===== config.mk =====
export PLATFORM = sky130hd
export DESIGN_NAME = hsi_res_queue
export DESIGN_NICKNAME = d
export VERILOG_FILES = /design/src/hw/rtl/hsi_pkg.sv /design/src/hw/rtl/hsi_res_queue.sv
export SDC_FILE = /design/constraint.sdc
export NUM_CORES = 1
export LEC_CHECK = 0
export ABC_AREA = 1
export BUFFER_PORTS_ARGS = -buffer_cell sky130_fd_sc_hd__buf_2
export CORE_UTILIZATION = 45
export CTS_CLUSTER_DIAMETER = 30
export DETAILED_ROUTE_END_ITERATION = 6
export PLACE_DENSITY_LB_ADDON = 0.2
export SLEW_MARGIN = 20
export SYNTH_ARGS = -nofsm -noshare
export SYNTH_HDL_FRONTEND = slang
export SYNTH_SLANG_ARGS = --single-unit

===== constraint.sdc =====
create_clock -name clk -period 1.4 [get_ports clk]
set_input_delay 0.14 -clock clk [delete_from_list [all_inputs] [get_ports clk]]
set_output_delay 0.14 -clock clk [all_outputs]
set_load 0.005 [all_outputs]

===== src/hw/rtl/hsi_pkg.sv =====
// Shared types, sizes and helpers for the bucketed hash set.
// No dependencies; every other file refers to it by scoped names.
`timescale 1ns / 1ps

package hsi_pkg;

	localparam int BUCKETS    = 256;
	localparam int WAYS       = 4;
	localparam int KEY_BITS   = 32;
	localparam int IN_KEY_BITS = 32;
	localparam int IDX_BITS   = $clog2(BUCKETS);
	localparam int WAY_BITS   = (WAYS > 1) ? $clog2(WAYS) : 1;
	localparam int COUNT_BITS = 11;
	localparam int COUNT_MAX  = 2047;
	localparam int KEY_EXT    = (KEY_BITS > IN_KEY_BITS) ? KEY_BITS : IN_KEY_BITS;
	localparam int IDX_EXT    = (IDX_BITS > KEY_BITS) ? IDX_BITS : KEY_BITS;

	typedef enum logic {
		OP_ADD   = 1'b0,
		OP_QUERY = 1'b1
	} op_t;

	typedef struct packed {
		op_t                    op;
		logic [IN_KEY_BITS-1:0] key;
	} req_t;

	typedef struct packed {
		logic                  hit;
		logic                  bucket_full;
		logic [COUNT_BITS-1:0] count;
	} res_t;

	typedef struct packed {
		op_t                 op;
		logic [IDX_BITS-1:0] idx;
		logic [KEY_BITS-1:0] key;
	} cmd_t;

	typedef struct packed {
		logic valid;
		cmd_t cmd;
	} cmd_beat_t;

	function automatic logic [KEY_BITS-1:0] mask_key(input logic [IN_KEY_BITS-1:0] key);
		logic [KEY_EXT-1:0] ext;
		ext = KEY_EXT'(key);
		return ext[KEY_BITS-1:0];
	endfunction

	function automatic logic [IDX_BITS-1:0] bucket_of(input logic [KEY_BITS-1:0] key);
		logic [IDX_EXT-1:0] ext;
		ext = IDX_EXT'(key);
		return ext[IDX_BITS-1:0];
	endfunction

endpackage


===== src/hw/rtl/hsi_res_queue.sv =====
// Two-entry result queue that parts the back end from the result port.
// Depends on hsi_pkg.
`timescale 1ns / 1ps

module hsi_res_queue (
	input  logic          clk,
	input  logic          arst_n,
	input  logic          wr_en,
	input  hsi_pkg::res_t wr_data,
	output logic          wr_full,
	output logic          empty,
	input  logic          pop,
	output hsi_pkg::res_t res
);

	hsi_pkg::res_t ent_q [2];
	logic [1:0]    cnt_q;
	logic          wr_q;
	logic          rd_q;
	logic          do_push;
	logic          do_pop;

	assign wr_full = (cnt_q == 2'd2);
	assign empty   = (cnt_q == 2'd0);
	assign do_push = wr_en && !wr_full;
	assign do_pop  = pop && !empty;

	always_ff @(posedge clk or negedge arst_n) begin
		if (!arst_n) begin
			cnt_q <= 2'd0;
			wr_q  <= 1'b0;
			rd_q  <= 1'b0;
		end else begin
			if (do_push) begin
				wr_q <= ~wr_q;
			end
			if (do_pop) begin
				rd_q <= ~rd_q;
			end
			unique case ({do_push, do_pop})
				2'b10: cnt_q <= cnt_q + 2'd1;
				2'b01: cnt_q <= cnt_q - 2'd1;
				default: cnt_q <= cnt_q;
			endcase
		end
	end

	always_ff @(posedge clk) begin
		if (do_push) begin
			ent_q[wr_q] <= wr_data;
		end
	end

	assign res = ent_q[rd_q];

endmodule


Yosys cells after proc, flatten, opt, wreduce, memory -nomap -nowiden

Memories as Yosys holds them, arrays and structs flattened.
Cells that the tools add are included.

Add/sub/neg operators: 2
Equal/unequal tests: 3
Muxes and demuxes: 3
Bitwise logic cells: 2
Reduce and logical (&&, ||, !) cells: 6

Operators with widths:

| kind                                                                   | number |
|---|---|
| 2-bit equality test (second input constant)                            | 2 |
| 2-bit case mux with 2 select lines                                     | 1 |
| 2-bit by 1-bit adder with 2-bit output (second input constant)         | 1 |
| 2-bit by 1-bit equality test with 1-bit output (second input constant) | 1 |
| 1-bit logical AND                                                      | 2 |
| 1-bit zero test                                                        | 2 |
| 2-bit zero test                                                        | 1 |
| 1-bit two-way mux                                                      | 2 |
| 1-bit inverter                                                         | 2 |
| 2-bit nonzero test                                                     | 1 |
| 2-bit by 1-bit subtractor with 2-bit output (second input constant)    | 1 |

Register bits: 4
Memory bits (writable): 26
Bits of input ports: 17
Output and inout bits: 15
Word-level logic and storage cells: 20
Memories kept: 1

Memories:

| name  | depth | bits a word | read ports | clocked after memory_dff | wr ports | line                | source |
|---|---|---|---|---|---|---|---|
| ent_q | 2     | 13          | 1          | 0                        | 1        | hsi_res_queue.sv:16 | `hsi_pkg::res_t ent_q [2];` |

Logic depth before layout (Yosys ltp)

Gate-level depths: netlist of the first run.

Depth after elaboration: 5
Mapped depth: 10
Gate-level depth less buffers: 10

Least setup slack after synthesis of the first run

No wires, ideal clock.

Kind: reg-to-reg
Start point: register cnt_q[0]
End point: memory ent_q[1][0] in the netlist's numbering (enable)
Library setup time: 0.382 ns
Arrival time: 1.127 ns
Required time: 1.018 ns
Setup slack: -0.109 ns
Cell stages (with the launch flop): 3
Path buffers: 0
Clock period less this slack: 1.509 ns
Cells stage by stage: dfrtp_1 o21ai_1 nor2_1

Word-level cells in the longest chain between the ends: 5

Ends and longest elaborated chain:

| item                                    | line                | source |
|---|---|---|
| start, declared                         | hsi_res_queue.sv:17 | `logic [1:0] cnt_q;` |
| start signal, assigned                  | hsi_res_queue.sv:41 | `2'b10: cnt_q <= cnt_q + 2'd1;` |
| start signal, assigned                  | hsi_res_queue.sv:42 | `2'b01: cnt_q <= cnt_q - 2'd1;` |
| start signal, assigned                  | hsi_res_queue.sv:43 | `default: cnt_q <= cnt_q;` |
| 2-bit equality test                     | hsi_res_queue.sv:23 | `assign wr_full = (cnt_q == 2'd2);` |
| 1-bit zero test                         | hsi_res_queue.sv:25 | `assign do_push = wr_en && !wr_full;` |
| 1-bit logical AND                       | hsi_res_queue.sv:25 |  |
| 1-bit two-way mux                       | hsi_res_queue.sv:49 | `if (do_push) begin` |
| 1-bit two-way mux (implied by the code) | hsi_res_queue.sv:50 | `ent_q[wr_q] <= wr_data;` |
| end, declared                           | hsi_res_queue.sv:16 |  |

Every way passes these cells.

==> results of run 1 <==
-- cells in the final DEF (no fill, tap or decap) --
cell	n
nand2_1	48
buf_2	31
edfxtp_1	26
dlygate4sd3_1	12
inv_1	6
clkbuf_4	5
dfrtp_1	4
inv_2	3
nand3_1	3
nor2_2	2
buf_12	2
buf_4	2
inv_4	1
o21ai_2	1
nand2_2	1
xnor2_1	1
nand4_1	1
ha_4	1
bufinv_16	1
clkinv_1	1
clkbuf_1	1
buf_6	1
-- kinds of logic (layout without fill, tap and decap cells) --
| kind of cell | count (synthesis) | after routing | synth area share |
|---|---|---|---|
| xor+xnor | 1 | 1 | 0.00742 |
| compound gates | 1 | 1 | 0.00423 |
| simple gates | 55 | 55 | 0.184 |
| flops | 30 | 30 | 0.746 |
| fa+ha+maj | 1 | 1 | 0.0106 |
| buf+inv | 12 | 66 | 0.0477 |
-- routing by layer --
| metal | global-route usage | vias to the layer above | part of all wire |
|---|---|---|---|
| li1 | - | 429 | - |
| met1 | 0.182 | 373 | 0.41 |
| met2 | 0.277 | 21 | 0.53 |
| met3 | 0.0862 | 2 | 0.056 |
| met4 | 0.0921 | 0 | 0.0093 |
| met5 | 0 | - | 0 |
-- where the power goes --
part | total, uW | switching, uW | internal (uW)
Combinational | 1170 | 641 | 530
Sequential | 1320 | 84.7 | 1230
Clock | 652 | 281 | 371
Total | 3140 | 1010 | 2130
-- per-stage QoR --
step / cell area, sq um / total power, uW / setup WS (ps) / util
after global routing: 1640 / 3370 / 7.27 / 0.661
final: 1640 / 3140 / 102 / 0.661
after floorplan: 1180 / 1970 / 94.0 / -
after detailed placement: 1410 / 2430 / 56.6 / 0.570
after global placement: 1410 / 2400 / 117 / 0.570
after CTS: 1550 / 3090 / 27.1 / 0.625
-- synthesized netlist by cell type (all sizes together) --
cell / count
nand2: 49
edfxtp: 26
inv: 10
dfrtp: 4
nand3: 3
buf: 2
nor2: 2
ha: 1
nand4: 1
o21ai: 1
xnor2: 1
-- layout make-up --
cell class / count / area (sq um)
multi-input cells: 58 / 263
clock inverters: 2 / 33.8
fillers: 199 / 840
flip-flops and latches: 30 / 881
well taps: 30 / 37.5
inverters: 10 / 40.0
repair buffers: 48 / 342
clock buffers: 6 / 41.3
-- state kept, by name, summed over array words and instances, names as in the netlist --
| signal | cells |
|---|---|
| ent_q | 26 |
| rd_q | 1 |
| wr_q | 1 |
| cnt_q | 2 |
-- worst register-to-register path: stages, from the launching register on --
cell and delay, ps:
dfrtp_1 390, inv_2 90, buf_4 120, nor2_2 40, inv_2 40, nand3_1 80
inv_1 110, buf_12 150
-- worst paths after layout --
path | startpoint | end | slack (ps) | depth (start not counted)
worst max-delay path | rd_q | res[6] | 100 | 4
worst min-delay path | wr_data[7] | ent_q[0][7] | 10 | 1
worst max register to register | cnt_q[1] | ent_q[0][7] | 100 | 7
worst min register to register | cnt_q[1] | cnt_q[1] | 500 | 2
max in group asynchronous | arst_n | wr_q | 1130 | 2
min in group asynchronous | arst_n | rd_q | 140 | 2
-- repair_timing --
item	CTS	global route
hold buffers	6	6
setup buffers	0	1
gates resized for setup	0	4
setup endpoints to repair	0	7
hold endpoints to repair	14	12
==> metrics.yaml, run 1 <==
synth_top_cell_area_share: 0.661
ios: 32
hold_violations: 0
drive_above_1_share: 0.331
route.vias.total: 825
viasPerCell: 4.48
crit_chain: "buf_6 > nand2_1 > nand2_1 > buf_2"
ant_nets: 0
p_leak_uw: 0.000755
cts.clk_slew.worst_paths_ps: 90
firstDrtPassIters: 2
yosysTopAreaCell: "edfxtp_1"
slowest_stage: "dfrtp_1"
worst-setup-path-type: "register to primary output"
max_stage_delay_ps: 420
wl_per_cell_um: 11.2
numPlacedInstances: 163
grt_first_pass_wirelength_um: 3150
path_common_cell: "nand2_1"
cts_made_buffers: 5
ys_seq_elements: 30
gp_congestion: 0.723
fin_cells: 184
die_h_um: 53.2
track_usage: 0.172
vdd_ir_drop_max_mv: 1.38
worst_pin_slew_ps: 243
synth-seq-area-share: 0.746
fin_crit_sh: 0.927
synth_nets: 118
initial_utilization: 0.477
status: "finished, final reports clean"
p_per_area_mw_per_mm2: 1920
crit_path_start_kind: "register"
slew_headroom: 0.838
max_freq_mhz: 770
area_growth_syn_to_layout_pct: 38.7
ys_types: 15
period_needed_ps: 1300
port_buffers: 31
drt_iter0_markers: 9
rsz0062_at_grt: "no"
grt_max_degree: 15
ys_warn_count: 0
insertion_delay_ps: 320
fin_skew_ps: 6.37
dieArea_sq_mm: 0.00283
fin_nets: 171
cpLargestDelayFamily: "flip-flops"
critPathBufInv: 2
drc: 0
max-cap-violations: 0
core_sq_mm: 0.00248
critical_path_arrival_ps: 1160
htreeDepth: 2
syn-cell-area_sq_mm: 0.00118
hpwlAfterDp_um: 1340
die_x_um: 53.2
hold-worst-slack_ps: 13.2
clkSinkCount: 30
cts_root_buf: "clkbuf_4"
cp-end-kind: "primary output"
rows: 18
num_antenna_cells: 0
grt_pass1_vias: 739
syn_area_per_cell_sq_um: 11.8
cts_tree: "built"
crit_fanout: 14
report.final.slew_viol_count: 0
setup_tns_ps: 0
routed_wl_um: 2050
required_ps: 1260
hold_class: "input port to register"
antenna_found_initial: 0
clockBufferDepth: 2
synth_cells: 100
setup_viol_count_final: 0
synth_area_leaders: "edfxtp_1 (66%), nand2_1 (15%), dfrtp_1 (8.5%)"
grt_overflow: 0
(Power assumes the default switching activity.)
==> run 2: changes to the inputs <==
--- a/config.mk
+++ b/config.mk
@@ -7,7 +7,7 @@
 export LEC_CHECK = 0
 export ABC_AREA = 1
 export BUFFER_PORTS_ARGS = -buffer_cell sky130_fd_sc_hd__buf_2
-export CORE_UTILIZATION = 45
+export CORE_UTILIZATION = 54
 export CTS_CLUSTER_DIAMETER = 30
 export DETAILED_ROUTE_END_ITERATION = 6
 export PLACE_DENSITY_LB_ADDON = 0.2
==> constraint.sdc (replaced) <==
create_clock -name clk -period 1.6 [get_ports clk]
set_input_delay 0.16 -clock clk [delete_from_list [all_inputs] [get_ports clk]]
set_output_delay 0.16 -clock clk [all_outputs]
set_load 0.005 [all_outputs]
==> run 2 against run 1 <==
  * Final area down 12%
  * Via count down 2.9%
  * Register-to-register slack improved by 98 ps
  * Power fell by 22%
==> metrics.yaml, run 2 (synthesized netlist as in run 1, its figures left out) <==
num_antenna_cells: 0  # unchanged
clockBufferDepth: 2  # unchanged
fin_skew_ps: 7.20  # +0.826 ps
postCtsSetupRepairBufs: 0  # unchanged
regToRegSetupSlack_ps: 200  # +100 ps
fin_nets: 160  # -6.4%
drt_iter0_markers: 8  # -1
ios: 32  # unchanged
mostFrequentLayoutCell: "nand2_1"
clkSinkCount: 30  # unchanged
drc: 0  # unchanged
wl_per_cell_um: 11.3  # +1.2%
report.final.slew_viol_count: 0  # unchanged
port_buffers: 31  # unchanged
track_usage: 0.198  # +0.0260
hpwlAfterDp_um: 1360  # +1.2%
combPwrFrac: 0.360  # -0.013
p_per_area_mw_per_mm2: 1680  # -12%
hold-worst-slack_ps: 31.3  # +18.1 ps
cts_tree: "built"
routed_wl_um: 1920  # -6.5%
netSwitchingFraction: 0.341  # +0.0206
die_h_um: 48.8  # -8.4%
crit_fanout: 14  # unchanged
htreeDepth: 2  # unchanged
rsz0062_at_grt: "no"
p_leak_uw: 0.000691  # -8.5%
antenna_found_initial: 0  # unchanged
largest_reg_flops: 26  # unchanged
vdd_ir_drop_max_mv: 1.20  # -13%
grt_pass1_vias: 809  # +9.5%
clkPwrFrac: 0.158  # -0.050
hold_violations: 0  # unchanged
hold_buffers: 1  # -5
rows: 16  # -2
route.vias.total: 801  # -2.9%
status: "finished, final reports clean"
mostFrequentLayoutCells: "nand2_1 (48), buf_2 (31), edfxtp_1 (26), inv_1 (6)"
viasPerCell: 4.71  # +5.1%
drive_above_1_share: 0.336  # +0.00450
required_ps: 1440  # +180 ps
grt_first_pass_wirelength_um: 3310  # +5.1%
max-cap-violations: 0  # unchanged
cts_root_buf: "clkbuf_4"
setup_viol_count_final: 0  # unchanged
hold_class: "input port to register"
worst_pin_slew_ps: 262  # +19.7 ps
pwr-share-seq: 0.482  # +0.063
grt_overflow: 0  # unchanged
ant_nets: 0  # unchanged
intPower_uw: 1610  # -25%
cts_made_buffers: 5  # unchanged
cts.clk_slew.worst_paths_ps: 80  # about the same
area_growth_syn_to_layout_pct: 22.7
power.switching_uw: 832  # -17%
setup_tns_ps: 0  # unchanged
core_sq_mm: 0.00200  # -19%
fin_crit_sh: 0.923
gp_congestion: 0.749  # +3.5%
insertion_delay_ps: 310  # about the same
dieArea_sq_mm: 0.00238  # -16%
reg_top3: "ent_q (26), cnt_q (2)"
crit_path_start_kind: "register"
critical_path_arrival_ps: 1320  # +160 ps
slew_headroom: 0.825  # -0.0131
worst-setup-path-type: "register to primary output"
max_freq_mhz: 677
ctsResizeCount: 0  # unchanged
top_register: "ent_q"
initial_utilization: 0.590  # +0.113
firstDrtPassIters: 4  # +2
cp-end-kind: "primary output"
die_x_um: 48.8  # -8.4%
grt_max_degree: 15  # unchanged
period_needed_ps: 1480
==> run 2: worst max-delay path: stages, from the launching register on <==
cell and delay [ps]:
dfrtp_1 480, inv_2 250, nand2_1 100, nand2_1 80, buf_2 100
==> run 2: cell type report <==
| cell class | count | area, sq um |
|---|---|---|
| clock buffers | 6 | 41.3 |
| flip-flops and latches | 30 | 881 |
| inverters | 10 | 37.5 |
| clock inverters | 2 | 8.76 |
| well taps | 27 | 33.8 |
| multi-input cells | 58 | 244 |
| repair buffers | 37 | 203 |
| fillers | 159 | 553 |
==> run 2: power groups by stage <==
| stage | Combinational, uW | Clock (uW) | Sequential (uW) |
|---|---|---|---|
| floorplan | 548 | 0 | 1170 |
| global route | 1010 | 429 | 1200 |
| global placement | 846 | 0 | 1180 |
| detailed placement | 882 | 0 | 1190 |
| finish | 878 | 386 | 1170 |
| CTS | 892 | 401 | 1170 |
==> run 2: stage by stage <==
stage	setup slack (ps)	cell area, sq um	cells	power, uW	util
2_1_floorplan	91.0	1180	100	1720	-
3_3_place_gp	285	1390	161	2030	0.694
3_5_place_dp	206	1390	161	2070	0.694
4_1_cts	109	1450	170	2470	0.724
5_1_grt	24.6	1450	170	2640	0.724
6_report	123	1450	170	2440	0.724
==> run 2: routing by layer <==
layer	global-route usage	wire length, um
met3	0.0654	103
met1	0.192	714
met2	0.363	1070
met5	0	0
met4	0.113	35
==> run 2: worst paths after layout <==
check | from | end | cells after the start
worst max-delay path | rd_q | res[8] | 4
worst min-delay path | wr_data[9] | ent_q[1][9] | 1
worst max register to register | cnt_q[0] | cnt_q[1] | 9
worst min register to register | cnt_q[1] | cnt_q[1] | 2
max in group asynchronous | arst_n | wr_q | 2
min in group asynchronous | arst_n | rd_q | 2
