**config.mk**
```make
export PLATFORM = sky130hd
export DESIGN_NAME = hsi_front
export DESIGN_NICKNAME = d
export VERILOG_FILES = /design/src/hw/rtl/hsi_pkg.sv /design/src/hw/rtl/hsi_front.sv
export SDC_FILE = /design/constraint.sdc
export NUM_CORES = 1
export LEC_CHECK = 0
export BUFFER_PORTS_ARGS = -buffer_cell sky130_fd_sc_hd__buf_4
export CELL_PAD_IN_SITES_DETAIL_PLACEMENT = 0
export CELL_PAD_IN_SITES_GLOBAL_PLACEMENT = 2
export CORE_ASPECT_RATIO = 0.5
export CORE_MARGIN = 3
export CORE_UTILIZATION = 39
export CTS_CLUSTER_DIAMETER = 40
export DETAILED_ROUTE_END_ITERATION = 8
export PLACE_DENSITY = 0.84
export SLEW_MARGIN = 20
export SYNTH_ARGS = -nofsm -noshare
export SYNTH_HDL_FRONTEND = slang
export SYNTH_SLANG_ARGS = --single-unit
```
**constraint.sdc**
```tcl
create_clock -name clk -period 7 [get_ports clk]
set_clock_uncertainty 0.15 [all_clocks]
set_input_delay 0.7 -clock clk [delete_from_list [all_inputs] [get_ports clk]]
set_output_delay 0.7 -clock clk [all_outputs]
set_load 0.02 [all_outputs]
```
**src/hw/rtl/hsi_pkg.sv**
```systemverilog
// Shared types, sizes and helpers for the bucketed hash set.
// No dependencies; every other file refers to it by scoped names.
`timescale 1ns / 1ps

package hsi_pkg;

	localparam int BUCKETS    = 256;
	localparam int WAYS       = 4;
	localparam int KEY_BITS   = 32;
	localparam int IN_KEY_BITS = 32;
	localparam int IDX_BITS   = $clog2(BUCKETS);
	localparam int WAY_BITS   = (WAYS > 1) ? $clog2(WAYS) : 1;
	localparam int COUNT_BITS = 11;
	localparam int COUNT_MAX  = 2047;
	localparam int KEY_EXT    = (KEY_BITS > IN_KEY_BITS) ? KEY_BITS : IN_KEY_BITS;
	localparam int IDX_EXT    = (IDX_BITS > KEY_BITS) ? IDX_BITS : KEY_BITS;

	typedef enum logic {
		OP_ADD   = 1'b0,
		OP_QUERY = 1'b1
	} op_t;

	typedef struct packed {
		op_t                    op;
		logic [IN_KEY_BITS-1:0] key;
	} req_t;

	typedef struct packed {
		logic                  hit;
		logic                  bucket_full;
		logic [COUNT_BITS-1:0] count;
	} res_t;

	typedef struct packed {
		op_t                 op;
		logic [IDX_BITS-1:0] idx;
		logic [KEY_BITS-1:0] key;
	} cmd_t;

	typedef struct packed {
		logic valid;
		cmd_t cmd;
	} cmd_beat_t;

	function automatic logic [KEY_BITS-1:0] mask_key(input logic [IN_KEY_BITS-1:0] key);
		logic [KEY_EXT-1:0] ext;
		ext = KEY_EXT'(key);
		return ext[KEY_BITS-1:0];
	endfunction

	function automatic logic [IDX_BITS-1:0] bucket_of(input logic [KEY_BITS-1:0] key);
		logic [IDX_EXT-1:0] ext;
		ext = IDX_EXT'(key);
		return ext[IDX_BITS-1:0];
	endfunction

endpackage

```
**src/hw/rtl/hsi_front.sv**
```systemverilog
// Front end: accepts request beats, masks the key, picks the bucket and
// holds the classified commands in a two-entry queue. Depends on hsi_pkg.
`timescale 1ns / 1ps

module hsi_front (
	input  logic                clk,
	input  logic                arst_n,
	input  logic                push,
	output logic                full,
	input  hsi_pkg::req_t       req,
	input  logic                cmd_pop,
	output hsi_pkg::cmd_beat_t  cmd_out
);

	hsi_pkg::cmd_t ent_q [2];
	logic [1:0]    cnt_q;
	logic          wr_q;
	logic          rd_q;
	logic          do_push;
	logic          do_pop;
	hsi_pkg::cmd_t cls;

	assign full    = (cnt_q == 2'd2);
	assign do_push = push && !full;
	assign do_pop  = cmd_pop && (cnt_q != 2'd0);

	always_comb begin
		cls.op  = req.op;
		cls.key = hsi_pkg::mask_key(req.key);
		cls.idx = hsi_pkg::bucket_of(cls.key);
	end

	always_ff @(posedge clk or negedge arst_n) begin
		if (!arst_n) begin
			cnt_q <= 2'd0;
			wr_q  <= 1'b0;
			rd_q  <= 1'b0;
		end else begin
			if (do_push) begin
				wr_q <= ~wr_q;
			end
			if (do_pop) begin
				rd_q <= ~rd_q;
			end
			unique case ({do_push, do_pop})
				2'b10: cnt_q <= cnt_q + 2'd1;
				2'b01: cnt_q <= cnt_q - 2'd1;
				default: cnt_q <= cnt_q;
			endcase
		end
	end

	always_ff @(posedge clk) begin
		if (do_push) begin
			ent_q[wr_q] <= cls;
		end
	end

	assign cmd_out.valid = (cnt_q != 2'd0);
	assign cmd_out.cmd   = ent_q[rd_q];

endmodule

```
==> Yosys cells after proc, flatten, opt, wreduce, memory -nomap -nowiden <==
Memory sizes are Yosys's and may differ from the RTL's.
Cells that the tools add are included.
Widths: inputs -> output; s select.
{ "word_totals": {"register_bits": 4, "latch_bits": 0, "ramBits": 82, "romBits": 0, "input_bits": 37, "output_inout_bits": 43, "word_cells": 19, "n_memories": 1} }
{ "op_classes": {"add_sub_neg": 2, "mul": 0, "div_mod_pow": 0, "magnitude_cmp": 0, "eq_ne": 3, "shifts": 0, "muxes": 3, "bitwise_logic": 2, "n_reduce_logical": 5} }
{ "mem_list": {"columns": ["name", "depth", "word_bits", "read_ports", "rd_clocked_by_memory_dff", "write_ports", "line_no", "source"], "rows": [
  ["ent_q", 2, 41, 1, 0, 1, "hsi_front.sv:15", "hsi_pkg::cmd_t ent_q [2];"]
]} }
{ "ops": {"columns": ["cell", "n"], "rows": [
  ["$eq 2x2->1 const B", 2],
  ["$pmux 2 s2", 1],
  ["$reduce_bool 2->1", 2],
  ["$add 2x1->2 const B", 1],
  ["$eq 2x1->1 const B", 1],
  ["$logic_and 1x1->1", 2],
  ["$mux 1", 2],
  ["$not 1->1", 2],
  ["$sub 2x1->2 const B", 1],
  ["$logic_not 1->1", 1]
]} }

==> Depth between registers and ports, before layout <==
Gate-level depths: netlist of run 1.
{ "depth": {"ltp_word": 5, "depth_mapped": 6, "ltp_nobuf": 6} }

==> Worst setup path after synthesis of run 1 <==
OpenSTA, ideal clock, no wires.
{ "synth_path": {"path_type": "in2reg", "startpoint": "in push", "endpoint": "mem ent_q[0][10] in the netlist's numbering (enable)", "setup_time_ns": 0.423, "arrival_ns": 2.190, "t_required_ns": 6.427, "setup_slack_ns": 4.237, "path_stages": 2, "path_buffers": 0, "cell_sequence": "nand2_1 -> nor2_1"} }
{ "synth_between": {"elab_chain_len": 3} }
{ "synth_lines": {"columns": ["item", "line_no", "source"], "rows": [
  ["start, declared", "hsi_front.sv:8", "input logic push,"],
  ["$logic_and 1x1->1", "hsi_front.sv:24", "assign do_push = push && !full;"],
  ["$mux 1", "hsi_front.sv:54", "if (do_push) begin"],
  ["$mux 1 (implied by the code)", "hsi_front.sv:55", "ent_q[wr_q] <= cls;"],
  ["end, declared", "hsi_front.sv:15", null]
]} }
Every way passes these cells.

==> out/metrics.csv, run 1 <==
stage,metric,value,unit
outcome,status,completed,
worst_setup_path,Worst Path Max Fanout,34,
global_routing,initial antenna violation count,0,
sta,Slew HR,36.8,%
route,Via-to-Cell Ratio,4.48,
final_layout,area grow syn2layout,34.6,%
logic_synthesis,Synth Instances,129,
logic_synthesis,synthesized area,0.00266,mm2
route,DRC Markers,0,
sta,max-slew violation count,0,
logic_synthesis,Cell variety after synth,15,
floorplanning,Die W,123,um
logic_synthesis,Yosys top cell area share,74.6,%
logic_synthesis,Mapped Nets,167,
route,initial DRC count,62,
place,RD Place Congestion,0.641,
power_and_ir_drop,power per cell area,457,mW/mm2
sta,final hold viol count,0,
route,routed len/inst,14.6,um
global_routing,vias in the first global route,1449,
global_routing,global route total overflow,0,
sta,endpoints failing setup,0,
logic_synthesis,"EDFF count, synth",66,
route,DRT antenna net count,0,
worst_setup_path,Worst R2R Path Depth,3,
cts,clock slew at reported path FFs,0.05,ns
cts,root buf cell,clkbuf_16,
final_layout,n_diodes,0,
sta,period utilization,35.3,%
power_and_ir_drop,Pleak,1.38,nW
floorplanning,Die Y,64.4,um
floorplanning,Initial Util,42.0,%
logic_synthesis,Synth area leaders,"edfxtp_1, mux2_2, dfrtp_1",
cts,# resized after CTS,0,
logic_synthesis,Ys Warns,0,
logic_synthesis,Synth Area per Inst,20.6,um2
floorplanning,num ports,80,
logic_synthesis,sequential share of the synthesized area,78.3,%
sta,worst slew pin tran,0.946,ns
route,Vias,1352,
global_routing,first-pass GRT wire length,7040,um
cts,CTS Sinks,70,
worst_setup_path,crit path DAT,1.62,ns
route,drt first pass iters,4,
worst_setup_path,Crit Path Class,reg -> out,
place,post-DP HPWL,3000,um
logic_synthesis,Synth area leader,edfxtp_1,
cts,Setup Buffers After CTS,0,
cts,TritonCTS clock tree,built,
worst_setup_path,CP cell instances,buf_4 > mux2_2 > buf_4,
floorplanning,# rows,20,
place,PortBufs,79,
route,final WL,4410,um
worst_setup_path,CP peak stage delay,0.43,ns
worst_setup_path,most frequent CP cell,buf_4,
worst_setup_path,Slowest cell on crit path,mux2_2,
power_and_ir_drop,worst ir drop on vdd,0.000255,V
worst_setup_path,Worst Setup End Kind,output port,
floorplanning,CORE AREA,0.00633,mm2
final_layout,Util after Layout,56.5,%
hold_path,Hold Crit Class,in -> async,
global_routing,largest net degree at the start of global routing,35,
worst_setup_path,Startpoint Class,flip-flop,
cts,CTS Hold Bufs,0,
sta,fmax,0.404,GHz
logic_synthesis,"Primary FF master, synth",edfxtp_1,
cts,Max H-tree Level,3,
logic_synthesis,post-synthesis register bit count,70,
cts,later-pin clock latency in the skew report,0.32,ns
final_layout,nets,247,
cts,CTS Buf Count,9,
sta,Period minus WS final,2.47,ns
logic_synthesis,Async SR Flop Fraction,5.71,%
global_routing,Global Route Usage Sum,12.1,%
cts,CTS Buffer Depth,2,
sta,RSZ-0062 raised after global routing,false,
worst_setup_path,worst endpoint required time,6.15,ns
job,MaxCap Viol Count,0,
floorplanning,Die ar.,0.00790,mm2
final_layout,share of post-route cells with drive strength above 1,61.7,%
sta,final setup TNS,0,ns
kinds of logic (layout without fill, tap and decap cells):
family | Yosys count | in the layout | synth area share (%)
XOR/XNOR | 5 | 5 | 1.65
adder cells (fa/ha/maj) | 1 | 1 | 0.471
multiplexers | 33 | 33 | 14.0
buffers and inverters | 13 | 98 | 4.10
flip-flops | 70 | 70 | 78.3
AND/OR/NAND/NOR | 7 | 7 | 1.46
worst paths after layout:
path	startpoint	end	slack, ns
worst max-delay path	rd_q$_DFFE_PN0P_	cmd_out[36]	4.53
worst min-delay path	arst_n	cnt_q[0]$_DFFE_PN0P_	0.02
worst max register to register	cnt_q[0]$_DFFE_PN0P_	ent_q[0][15]$_DFFE_PP_	5.01
worst min register to register	cnt_q[1]$_DFFE_PN0P_	cnt_q[1]$_DFFE_PN0P_	0.34
max in group asynchronous	arst_n	rd_q$_DFFE_PN0P_	6.58
min in group clk	cnt_q[1]$_DFFE_PN0P_	cnt_q[1]$_DFFE_PN0P_	0.34
through the flow:
stage | hold slack [ns] | cells | setup slack, ns | power [mW] | cell area [um2]
after CTS | 0.00416 | 302 | 4.48 | 1.66 | 3580
after global placement | 0.325 | 286 | 4.79 | 1.21 | 3280
final | 0.0179 | 302 | 4.53 | 1.63 | 3580
after detailed placement | 0.334 | 286 | 4.75 | 1.22 | 3280
after global routing | 0.00491 | 302 | 4.42 | 1.72 | 3580
after floorplan | 0.254 | 129 | 4.24 | 1.02 | 2660
layout make-up:
cell class	instances	area, um2
fillers	501	2750
flip-flops and latches	70	2080
repair buffers	81	608
multi-input cells	46	474
clock buffers	9	225
well taps	88	110
clock inverters	7	73.8
inverters	1	3.75
synth_stat cells, types with 2 or more instances:
cell type / n
edfxtp_1: 66
mux2_2: 33
buf_4: 8
buf_6: 4
dfrtp_1: 4
xnor2_1: 3
nor2_1: 2
xor2_1: 2
routing by layer:
layer | GRT usage, % | vias up | wire length (um)
met3 | 4.95 | 4 | 197
li1 | - | 647 | -
met4 | 4.18 | 0 | 40
met2 | 21.5 | 27 | 2480
met1 | 12.9 | 674 | 1700
met5 | 0 | - | 0
flip-flops by register name (all words and copies together) (netlist names):
register  count
ent_q        66
cnt_q         2
rd_q          1
wr_q          1
critical path: cells and delay by family, from the launching register on:
| kind | cells | cell delay, ns |
|---|---|---|
| DFF | 1 | 0.32 |
| muxes | 1 | 0.43 |
| buffers and inverters | 2 | 0.56 |
report_power, final:
part	switching [mW]	internal (mW)	total, mW
Combinational	0.326	0.268	0.594
Sequential	0.0267	0.576	0.603
Clock	0.162	0.276	0.438
Total	0.515	1.12	1.63
cells in the final DEF, fill, tap and decap left out, drive strengths merged, types with 2 or more instances in the layout:
cell    count
buf        81
clkbuf      9
mux2       33
xnor2       3
xor2        2
dfrtp       4
edfxtp     66
clkinv      4
inv         2
nor2        2
Power figures use the tool's default switching activity.
==> inputs of run 2 (changes only) <==
--- a/config.mk
+++ b/config.mk
@@ -5,15 +5,16 @@
 export SDC_FILE = /design/constraint.sdc
 export NUM_CORES = 1
 export LEC_CHECK = 0
+export ABC_AREA = 1
 export BUFFER_PORTS_ARGS = -buffer_cell sky130_fd_sc_hd__buf_4
 export CELL_PAD_IN_SITES_DETAIL_PLACEMENT = 0
 export CELL_PAD_IN_SITES_GLOBAL_PLACEMENT = 2
 export CORE_ASPECT_RATIO = 0.5
 export CORE_MARGIN = 3
-export CORE_UTILIZATION = 39
+export CORE_UTILIZATION = 35
 export CTS_CLUSTER_DIAMETER = 40
 export DETAILED_ROUTE_END_ITERATION = 8
-export PLACE_DENSITY = 0.84
+export PLACE_DENSITY = 0.78
 export SLEW_MARGIN = 20
 export SYNTH_ARGS = -nofsm -noshare
 export SYNTH_HDL_FRONTEND = slang
==> constraint.sdc (replaced) <==
create_clock -name clk -period 2.5 [get_ports clk]
set_clock_uncertainty 0.15 [all_clocks]
set_input_delay 0.25 -clock clk [delete_from_list [all_inputs] [get_ports clk]]
set_output_delay 0.25 -clock clk [all_outputs]
set_load 0.02 [all_outputs]
==> run 2 against run 1 <==
Cell count increased by 45%. Clock-buffer cell count unchanged. First-iteration DRC count decreased by 18%. Final area is 19% higher. Combinational power grew to 3.8 times the previous value. Total power grew to 3.1 times the previous value. Sequential share of layout area fell by 9.4 points. Synthesized cell count increased by 64%. Critical path type unchanged. Critical endpoint is now cmd_out[38]. Highest routed layer unchanged.
==> out/metrics.csv, run 2 <==
stage,metric,value,unit,change
outcome,status,completed,,
logic_synthesis,"EDFF count, synth",66,,unchanged
power_and_ir_drop,Int Pwr,3.12,mW,+180%
global_routing,initial antenna violation count,0,,unchanged
worst_setup_path,critical path's top delay family,flip-flops,,
cts,clock slew at reported path FFs,0.05,ns,about the same
cts,Max H-tree Level,3,,unchanged
worst_setup_path,"Buf+Inv Stages, Crit Path",2,,unchanged
sta,RSZ-0062 raised after global routing,false,,
worst_setup_path,Slowest cell on crit path,dfrtp_1,,
final_layout,nets,363,,+47%
route,DRT antenna net count,0,,unchanged
power_and_ir_drop,Pleak,1.85,nW,+34%
job,MaxCap Viol Count,0,,unchanged
route,Via-to-Cell Ratio,4.15,,-7.3%
logic_synthesis,Ys Warns,0,,unchanged
sta,worst setup margin,0.463,ns,-4.06 ns
place,dpl cells,392,,+37%
global_routing,vias in the first global route,1807,,+25%
route,routed len/inst,12.2,um,-17%
place,post-DP HPWL,3640,um,+21%
power_and_ir_drop,Clk pwr share,20.3,%,-6.5 points
final_layout,Largest register FFs,66,,unchanged
logic_synthesis,most frequent cell after synthesis,edfxtp_1,,
sta,worst slew pin tran,0.473,ns,-0.473 ns
logic_synthesis,sequential share of the synthesized area,68.1,%,-10 points
floorplanning,Initial Util,37.2,%,-4.8 points
final_layout,area grow syn2layout,39.6,%,
logic_synthesis,Synth area leader,edfxtp_1,,
power_and_ir_drop,power per cell area,1180,mW/mm2,+160%
logic_synthesis,Async SR Flop Fraction,5.71,%,unchanged
power_and_ir_drop,Combinational Power Share,44.8,%,+8.5 points
logic_synthesis,Yosys top cell area share,64.8,%,-9.8 points
floorplanning,Die ar.,0.00996,mm2,+26%
worst_setup_path,Crit Path Class,reg -> out,,
power_and_ir_drop,sequential power share,34.9,%,-2.0 points
sta,period utilization,81.5,%,
sta,final hold viol count,0,,unchanged
worst_setup_path,worst endpoint required time,2.10,ns,-4.05 ns
sta,WHS,0.0424,ns,+0.0245 ns
final_layout,Util after Layout,51.9,%,-4.6 points
route,drt first pass iters,3,,-1
sta,fmax,0.491,GHz,
final_layout,Top reg by flops,ent_q,,
global_routing,largest net degree at the start of global routing,35,,unchanged
final_layout,share of post-route cells with drive strength above 1,50.2,%,-12 points
cts,later-pin clock latency in the skew report,0.31,ns,about the same
place,RD Place Congestion,0.686,,+7.1%
final_layout,Top Registers,"ent_q x66, cnt_q x2",,
power_and_ir_drop,worst ir drop on vdd,0.000549,V,+120%
place,Post-Place Worst Slack,0.666,ns,-4.09 ns
route,final WL,5340,um,+21%
logic_synthesis,Post-synth top cells,"edfxtp_1, nand2_1, nand2_2",,
final_layout,post-route insts no fill,439,,+45%
final_layout,n_diodes,0,,unchanged
floorplanning,# rows,23,,+15%
place,PortBufs,79,,unchanged
worst_setup_path,Worst Setup End Kind,output port,,
floorplanning,Die Y,72.1,um,+12%
worst_setup_path,crit path DAT,1.64,ns,+0.02 ns
floorplanning,num ports,80,,unchanged
route,initial DRC count,51,,-18%
global_routing,Global Route Usage Sum,11.0,%,-1.1 points
sta,endpoints failing setup,0,,unchanged
cts,# resized after CTS,0,,unchanged
logic_synthesis,synthesized area,0.00306,mm2,+15%
cts,root buf cell,clkbuf_16,,
worst_setup_path,Worst Path Max Fanout,27,,-21%
hold_path,Hold Crit Class,in -> reg,,
logic_synthesis,post-synthesis register bit count,70,,unchanged
cts,CTS Buffer Depth,2,,unchanged
worst_setup_path,CP cell instances,buf_4 > nand2_1 > nand2_2 > buf_4,,
worst_setup_path,Worst R2R Path Depth,6,,+3
logic_synthesis,Synth Instances,212,,+64%
logic_synthesis,Synth area leaders,"edfxtp_1, nand2_4, nand2_2",,
cts,TritonCTS clock tree,built,,
logic_synthesis,Synth Area per Inst,14.4,um2,-30%
global_routing,global route total overflow,0,,unchanged
worst_setup_path,Startpoint Class,flip-flop,,
sta,max-slew violation count,0,,unchanged
worst_setup_path,CP Depth,4,,+1
final_layout,number of filler cells placed in the layout,716,,+43%
global_routing,first-pass GRT wire length,8540,um,+21%
sta,Slew HR,68.5,%,+32 points
floorplanning,Die W,138,um,+13%
sta,final setup TNS,0,ns,unchanged
final_layout,"commonest non-fill, non-tap cell in the layout",buf_4,,
final_layout,most frequent cells in the layout,"buf_4, edfxtp_1, nand2_1, dlygate4sd3_1, nand2_2",,
cts,CTS Buf Count,9,,unchanged
sta,Period minus WS final,2.04,ns,
worst_setup_path,most frequent CP cell,buf_4,,
route,DRC Markers,0,,unchanged
route,Vias,1822,,+35%
logic_synthesis,Mapped Nets,250,,+50%
power_and_ir_drop,Psw,1.92,mW,+270%
worst_setup_path,CP peak stage delay,0.58,ns,+0.15 ns
cts,CTS Sinks,70,,unchanged
cts,Setup Buffers After CTS,0,,unchanged
floorplanning,CORE AREA,0.00823,mm2,+30%
logic_synthesis,Cell variety after synth,19,,+4
power_and_ir_drop,switching share of total power,38.1,%,+6.6 points
hold_path,Hold Path Depth,3,,
logic_synthesis,"Primary FF master, synth",edfxtp_1,,
## run 2: worst reg2reg max path, delay by kind of cell, from the launching register on
family	cells	cell delay, ns
buffers and inverters	4	0.85
flip-flops	1	0.37
AND/OR/NAND/NOR	2	0.14
## run 2: worst paths after layout
path,to,startpoint,slack (ns)
max reg2reg,ent_q[0][27]$_DFFE_PP_,cnt_q[1]$_DFFE_PN0P_,0.68
max in group asynchronous,wr_q$_DFFE_PN0P_,arst_n,1.98
min in group asynchronous,cnt_q[1]$_DFFE_PN0P_,arst_n,0.12
min reg2reg,cnt_q[1]$_DFFE_PN0P_,cnt_q[1]$_DFFE_PN0P_,0.33
max,cmd_out[38],rd_q$_DFFE_PN0P_,0.46
min,rd_q$_DFFE_PN0P_,cmd_pop,0.04
## run 2: area by class of cell
type | count | area, um2 | area share [%]
clock inverters | 4 | 17.5 | 0.410
multi-input cells | 118 | 788 | 18.5
inverters | 9 | 41.3 | 0.967
clock buffers | 9 | 225 | 5.27
flip-flops and latches | 70 | 2080 | 48.8
well taps | 112 | 140 | 3.28
repair buffers | 117 | 976 | 22.9
## run 2: power by group through the flow
stage	sequential [mW]	combinational, mW	clock (mW)
global placement	1.78	2.23	0
finish	1.76	2.25	1.02
global route	1.78	2.44	1.10
CTS	1.76	2.31	1.05
detailed placement	1.78	2.26	0
floorplan	1.75	1.66	0
## run 2: logic make-up (layout without fill, tap and decap cells)
group,after synthesis,in the layout,share of synthesized area (%)
and+or+nand+nor,115,115,24.5
xor gates and xnor gates,1,1,0.286
adders and majority gates,1,1,0.409
DFF,70,70,68.1
buffers and inverters,24,139,6.38
AOI/OAI and AO/OA,1,1,0.286
## run 2: what timing repair did
item,CTS,global route
endpoints found under the hold margin,70,0
hold buffers,34,0
setup endpoints to repair,0,0
## run 2: per-stage QoR
stage	instance area (um2)	power, mW
global route	4270	5.32
CTS	4270	5.12
detailed placement	3690	4.04
floorplan	3060	3.40
global placement	3690	4.01
finish	4270	5.04
## run 2: metal layers
| layer | part of all wire [%] | GRT usage [%] |
|---|---|---|
| met1 | 42 | 12.6 |
| met2 | 53 | 20.2 |
| met3 | 3.4 | 3.23 |
| met4 | 1.3 | 3.61 |
| met5 | 0 | 0 |
